## src/hw/rtl/dfia_pkg.sv

```systemverilog
// Shared types and constants of the deferred free index allocator.
package dfia_pkg;

    localparam int CAPACITY   = 1024;
    localparam int PEND_DEPTH = 1024;

    localparam int ADDR_W = 64;
    localparam int IDX_W  = 10;
    localparam int CNT_W  = 11;
    localparam int INC_W  = 13;
    localparam int OFF_W  = IDX_W + INC_W;
    localparam int SPAN_W = CNT_W + INC_W;
    localparam int SAW    = (CAPACITY > 1) ? $clog2(CAPACITY) : 1;
    localparam int PAW    = (PEND_DEPTH > 1) ? $clog2(PEND_DEPTH) : 1;
    localparam int PCW    = $clog2(PEND_DEPTH + 1);
    localparam int BIT_W  = $clog2(IDX_W);

    localparam logic [1:0] MODE_ALLOC     = 2'd0;
    localparam logic [1:0] MODE_FREE_IDX  = 2'd1;
    localparam logic [1:0] MODE_FREE_ADDR = 2'd2;
    localparam logic [1:0] MODE_FINISH    = 2'd3;

    typedef enum logic [1:0] {
        OP_ALLOC     = 2'd0,
        OP_FREE_IDX  = 2'd1,
        OP_FREE_ADDR = 2'd2,
        OP_FINISH    = 2'd3
    } t_op;

    typedef enum logic [2:0] {
        ST_OK      = 3'd0,
        ST_NOSPACE = 3'd1,
        ST_RANGE   = 3'd2,
        ST_QFULL   = 3'd3,
        ST_INVALID = 3'd4
    } t_status;

    typedef enum logic [2:0] {
        CFG_CPU_BASE   = 3'd0,
        CFG_GPU_BASE   = 3'd1,
        CFG_INCREMENT  = 3'd2,
        CFG_SLOT_LIMIT = 3'd3,
        CFG_SHADER_VIS = 3'd4
    } t_cfg_reg;

    typedef struct packed {
        t_op                op;
        logic [IDX_W-1:0]   slot;
        logic               hv;
        logic [ADDR_W-1:0]  caddr;
        logic [ADDR_W-1:0]  fence;
    } t_cmd;

    typedef struct packed {
        logic [ADDR_W-1:0]  cpu_base;
        logic [ADDR_W-1:0]  gpu_base;
        logic [INC_W-1:0]   inc;
        logic [CNT_W-1:0]   limit;
        logic               vis;
    } t_cfg;

    typedef struct packed {
        logic [IDX_W-1:0]   slot;
        logic [ADDR_W-1:0]  fence;
    } t_pend;

endpackage

```

## src/hw/rtl/dfia_front.sv

```systemverilog
// Front end: takes commands, decodes the mode and queues them for the back end.
module dfia_front import dfia_pkg::*; (
    input  logic               i_clk,
    input  logic               i_rst_n,
    input  logic               i_start,
    output logic               o_busy,
    input  logic [1:0]         i_mode,
    input  logic [IDX_W-1:0]   i_slot_index,
    input  logic               i_handle_valid,
    input  logic [ADDR_W-1:0]  i_cpu_address,
    input  logic [ADDR_W-1:0]  i_fence_value,
    output logic               o_cmd_valid,
    output t_cmd               o_cmd,
    input  logic               i_cmd_pop
);

    t_cmd       r_q [2];
    logic       r_wp;
    logic       r_rp;
    logic [1:0] r_cnt;
    t_op        w_op;
    logic       w_push;

    always_comb begin
        case (i_mode)
            MODE_ALLOC:     w_op = OP_ALLOC;
            MODE_FREE_IDX:  w_op = OP_FREE_IDX;
            MODE_FREE_ADDR: w_op = OP_FREE_ADDR;
            MODE_FINISH:    w_op = OP_FINISH;
            default:        w_op = OP_FINISH;
        endcase
    end

    assign o_busy      = (r_cnt == 2'd2);
    assign w_push      = i_start && !o_busy;
    assign o_cmd_valid = (r_cnt != 2'd0);
    assign o_cmd       = r_q[r_rp];

    always_ff @(posedge i_clk) begin
        if (w_push) begin
            r_q[r_wp] <= '{op: w_op, slot: i_slot_index, hv: i_handle_valid,
                           caddr: i_cpu_address, fence: i_fence_value};
        end
    end

    always_ff @(posedge i_clk) begin
        if (!i_rst_n) begin
            r_wp  <= 1'b0;
            r_rp  <= 1'b0;
            r_cnt <= 2'd0;
        end else begin
            if (w_push) begin
                r_wp <= ~r_wp;
            end
            if (i_cmd_pop) begin
                r_rp <= ~r_rp;
            end
            if (w_push && !i_cmd_pop) begin
                r_cnt <= r_cnt + 2'd1;
            end else if (!w_push && i_cmd_pop) begin
                r_cnt <= r_cnt - 2'd1;
            end
        end
    end

endmodule

```

## config.mk

```make
export PLATFORM = sky130hd
export DESIGN_NAME = dfia_front
export DESIGN_NICKNAME = d
export VERILOG_FILES = /design/src/hw/rtl/dfia_pkg.sv /design/src/hw/rtl/dfia_front.sv
export SDC_FILE = /design/constraint.sdc
export NUM_CORES = 1
export LEC_CHECK = 0
export BUFFER_PORTS_ARGS = -buffer_cell sky130_fd_sc_hd__buf_2
export CORE_UTILIZATION = 50
export DETAILED_ROUTE_END_ITERATION = 8
export GPL_ROUTABILITY_DRIVEN = 0
export GPL_TIMING_DRIVEN = 0
export HOLD_SLACK_MARGIN = 0.05
export PLACE_DENSITY = 0.8
export REMOVE_ABC_BUFFERS = 1
export SETUP_SLACK_MARGIN = 0.1
export SYNTH_ARGS = -nofsm -noshare
export SYNTH_HDL_FRONTEND = slang
export SYNTH_SLANG_ARGS = --single-unit
```

## constraint.sdc

```tcl
create_clock -name i_clk -period 14.69 [get_ports i_clk]
set_clock_uncertainty 0.1 [all_clocks]
set_input_delay 2.938 -clock i_clk [delete_from_list [all_inputs] [get_ports i_clk]]
set_output_delay 2.938 -clock i_clk [all_outputs]
set_load 0.01 [all_outputs]
```

# Yosys cells after proc, flatten, opt, wreduce, memory -nomap -nowiden
# Memories as Yosys holds them, arrays and structs flattened. A register that Yosys moved wholly into a read port is not among the register bits.
# Index checks and enable logic that the tools add are counted.
totals:
  in_bits: 145
  wordCells: 28
  mem_count: 1
  mem_bits_rw: 282
  out_inout_bits: 143
  reg_bits: 4
op_classes:
  reduce_logical: 9
  eq_ne: 4
  muxes: 7
  addsub: 2
  n_bitwise: 2
mem_list:
  columns: ["memory", "depth", "width", "read_ports", "rd_ports_with_merged_regs", "wr", "line_no", "rtl"]
  rows:
  - ["r_q", 2, 141, 1, 1, 1, "dfia_front.sv:17", "t_cmd r_q [2];"]
ops:
  columns: ["op", "n"]
  rows:
  - ["one-hot mux 2 bit (4 select lines)", 1]
  - ["== test 2 bit (second input constant)", 3]
  - ["two-way mux 1 bit", 4]
  - ["two-way mux 2 bit", 2]
  - ["nonzero test 2 bit", 2]
  - ["logical AND 1 bit", 3]
  - ["zero test 1 bit", 3]
  - ["adder 2 x 1 -> 2 bit (second input constant)", 1]
  - ["== test 2 x 1 -> 1 bit (second input constant)", 1]
  - ["zero test 2 bit", 1]
  - ["NOT 1 bit", 2]
  - ["subtractor 2 x 1 -> 2 bit (second input constant)", 1]

# Logic depth before layout (Yosys ltp)
logic_depth:
  ltp_word: 7
  mapped_depth: 7
  depth_no_buf: 7

# Least setup slack after synthesis
# OpenSTA, ideal clock, no wires.
synth_path:
  path_kind: "input-to-reg"
  start: "in i_start"
  end: "reg r_wp"
  stages: 3
  arrival_ns: 13.223
  slack_ns: 1.265
  setup_time_ns: 0.102
  cell_sequence: "inv_1 nor3_1 o21a_1"
synth_via:
  elab_chain_cells: 1
synth_rtl:
  columns: ["element", "line_no", "rtl"]
  rows:
  - ["start, declared", "dfia_front.sv:5", "input logic i_start,"]
  - ["logical AND 1 bit", "dfia_front.sv:35", "assign w_push = i_start && !o_busy;"]
  - ["end signal, assigned", "dfia_front.sv:53", "r_wp <= ~r_wp;"]
  - ["end, declared", "dfia_front.sv:18", "logic r_wp;"]
# Every way passes these cells.
# A chain may end at the register's enable or synchronous reset.

==> flow_metrics.env <==
export IMPL_netlist_top_cell_by_area="edfxtp_1"
export IMPL_period_share_pct=37.38
export IMPL_async_flop_share_pct=0
export IMPL_netlist_area_um2=10790
export IMPL_power_static_leakage_nw=5.358
export IMPL_p_per_area_nw_per_um2=149.1
export IMPL_drtAntennaViolNets=0
export IMPL_io_pin_count=288
export IMPL_io_buffers=287
export IMPL_path_clk_slew_ns=0.06
export IMPL_netSwitchingPower_w=0.0004638
export IMPL_die_w_um=148.9
export IMPL_ys_types=22
export IMPL_critPathRequiredTime_ns=11.65
export IMPL_clock_sinks=287
export IMPL_chipHeight_um=148.9
export IMPL_worst_pin_slew_ns=0.9920
export IMPL_path_class="reg2out"
export IMPL_dr_total_vias=5397
export IMPL_first_global_vias=5727
export IMPL_cts_setup_buffers=0
export IMPL_synth_ff_type="edfxtp_1"
export IMPL_firstDrtPassIters=4
export IMPL_antenna_found_initial=3
export IMPL_clk_latency_ns=0.53
export IMPL_root_buffer="clkbuf_16"
export IMPL_synth_edf_count=282
export IMPL_crit_fanout=43
export IMPL_clkPwrFrac_pct=35.3
export IMPL_place_area_um2=12730
export IMPL_routedWlPerCell_um=17.99
export IMPL_nNetsFinal=932
export IMPL_hold_buffers=0
export IMPL_min_period_ns=5.492
export IMPL_placedCellCount=1030
export IMPL_area_delta_synth_final_pct=26.86
export IMPL_min_from="r_cnt[1]"
export IMPL_drt_wl_total_mm=19.50
export IMPL_hpwl_mm=13.37
export IMPL_synth_cells=466
export IMPL_grt_pass1_wl_mm=29.34
export IMPL_cts_htree_levels=1
export IMPL_drtIter0Drc=202
export IMPL_rsz0062_at_grt="no"
export IMPL_drv_cap=0
export IMPL_pwr_share_seq_pct=49.9
export IMPL_grt_max_degree=63
export IMPL_hold_viol=0
export IMPL_finalSetupViolations=0
export IMPL_p_int_w=0.001576
export IMPL_hold_path_class="reg2reg"
export IMPL_synth_warnings=0
export IMPL_rows=53
export IMPL_start_util_pct=51.15
export IMPL_seq_area_frac_synth_pct=79.44
export IMPL_synth_area_per_cell_um2=23.14
export IMPL_drc=0
export IMPL_drive_gt1_share_pct=61.14
export IMPL_synth_area_top_cells="edfxtp_1 (79%), mux2_4 (13%), mux2_2 (5.3%)"
export IMPL_relSlewSlack_pct=33.51
export IMPL_critPathLaunchType="register"
export IMPL_peakVddDrop_v=0.0001615
export IMPL_die_area_um2=22160
export IMPL_cp_end_kind="output pin"
export IMPL_arrival_ns=2.45
export IMPL_pwr_share_comb_pct=14.8
export IMPL_final_area_um2=13680
export IMPL_clockBufferDepth=3
export IMPL_netlist_area_leader_share_pct=78.52
export IMPL_track_usage_pct=17.19
export IMPL_r2r_start="r_cnt[0]"
export IMPL_power_switching_share_pct=22.74
export IMPL_max_freq_ghz=0.1821
export IMPL_ys_seq_elements=287
export IMPL_core_area_um2=21090
export IMPL_yosysMostFrequentCell="edfxtp_1"
export IMPL_vias_per_cell=4.979
export IMPL_gr_total_overflow=0
export IMPL_cts_resized_gates=0
export IMPL_fin_cells=1084
export IMPL_drv_slew=0
export IMPL_cts_made_buffers=29
export IMPL_cts_tree="yes"
export IMPL_status="finished, final reports clean"
export IMPL_synth_common_cells="edfxtp_1 (282), mux2_4 (90), mux2_2 (51), buf_6 (10)"
-- metal layers --
| layer | global-route usage (%) | vias to the layer above | share of wire, % |
|---|---|---|---|
| met4 | 5.510 | 4 | 2.8 |
| met1 | 19.10 | 2625 | 38 |
| met2 | 30.82 | 214 | 50 |
| li1 | - | 2509 | - |
| met5 | 0 | - | 0.14 |
| met3 | 5.872 | 45 | 8.6 |
-- critical path: stages (launching register included) --
cell and delay (ns):
dfxtp_4 0.74, buf_12 0.31, buf_16 0.30, mux2_2 0.38
buf_2 0.15
-- cell usage in the layout, fill, tap and decap left out --
cell / netlist / final
buf_2: 5 / 287
edfxtp_1: 282 / 282
mux2_4: 90 / 90
mux2_2: 51 / 51
clkbuf_16: 0 / 29
buf_6: 10 / 12
clkinv_1: 0 / 10
clkinv_2: 0 / 6
bufinv_16: 0 / 4
buf_16: 0 / 4
dfxtp_1: 5 / 4
inv_1: 3 / 3
and2_1: 3 / 3
buf_8: 1 / 3
xor2_1: 2 / 2
a21boi_0: 2 / 2
diode_2: 0 / 1
or2b_1: 1 / 1
nor2_1: 1 / 1
or2_2: 1 / 1
and3_4: 0 / 1
nor3_2: 0 / 1
xnor2_1: 1 / 1
o21a_1: 1 / 1
o21ai_0: 1 / 1
or3_1: 1 / 1
ha_1: 1 / 1
dfxtp_4: 0 / 1
clkinv_4: 0 / 1
clkinv_8: 0 / 1
clkbuf_1: 2 / 1
clkinvlp_4: 0 / 1
buf_12: 0 / 1
-- power by group through the flow --
| stage | clock network, W | registers, W | logic (W) |
|---|---|---|---|
| after floorplan | 0 | 0.00106 | 0.000176 |
| after CTS | 0.000738 | 0.00102 | 0.000307 |
| after detailed placement | 0 | 0.00103 | 0.000305 |
| final | 0.000721 | 0.00102 | 0.000302 |
| after global routing | 0.000768 | 0.00102 | 0.000324 |
| after global placement | 0 | 0.00108 | 0.000287 |
-- state kept, by name, indices dropped and copies added (netlist names), named ones only --
signal and flops:
r_wp 1, r_rp 1, r_cnt 2, r_q 282
-- area by class of cell --
| type | count | area, µm² |
|---|---|---|
| inverter | 3 | 11.26 |
| antenna | 1 | 2.502 |
| timing repair buffer | 307 | 1747 |
| clock inverter | 23 | 220.2 |
| tap | 275 | 344.1 |
| sequential | 287 | 8572 |
| fill | 1475 | 7406 |
| multi-input combinational | 158 | 2056 |
| clock buffer | 30 | 729.5 |
-- per-stage QoR --
step           hold slack, ns  setup TNS (ns)  total power, W  setup WS (ns)  utilization [%]
4_1_cts                0.4156               0        0.002063          9.128            64.87
6_report               0.4134               0        0.002040          9.198            64.88
5_1_grt                0.4463               0        0.002115          9.061            64.88
3_3_place_gp           0.3799         -615.68        0.001371         -4.442            58.83
2_1_floorplan          0.3674               0        0.001238          1.265                -
3_5_place_dp           0.4100               0        0.001340          9.565            60.37
-- path summary, 6_finish.rpt --
| path | end | cells past startpoint | slack, ns |
|---|---|---|---|
| worst max register to register | r_q[0][18] | 7 | 12.09 |
| worst min-delay path | r_cnt[1] | 2 | 0.41 |
| worst min register to register | r_cnt[1] | 2 | 0.41 |
| worst max-delay path | o_cmd[9] | 4 | 9.20 |
-- cells by family after synthesis --
group	count (synthesis)	synth area share, %
AOI/OAI and AO/OA	4	0.2552
xor gates and xnor gates	3	0.2437
adders and majority gates	1	0.1160
buffers and inverters	21	1.589
DFF	287	79.44
muxes	141	17.85
and+or+nand+nor	9	0.4989
No activity file was read; power rests on OpenSTA's default activity.
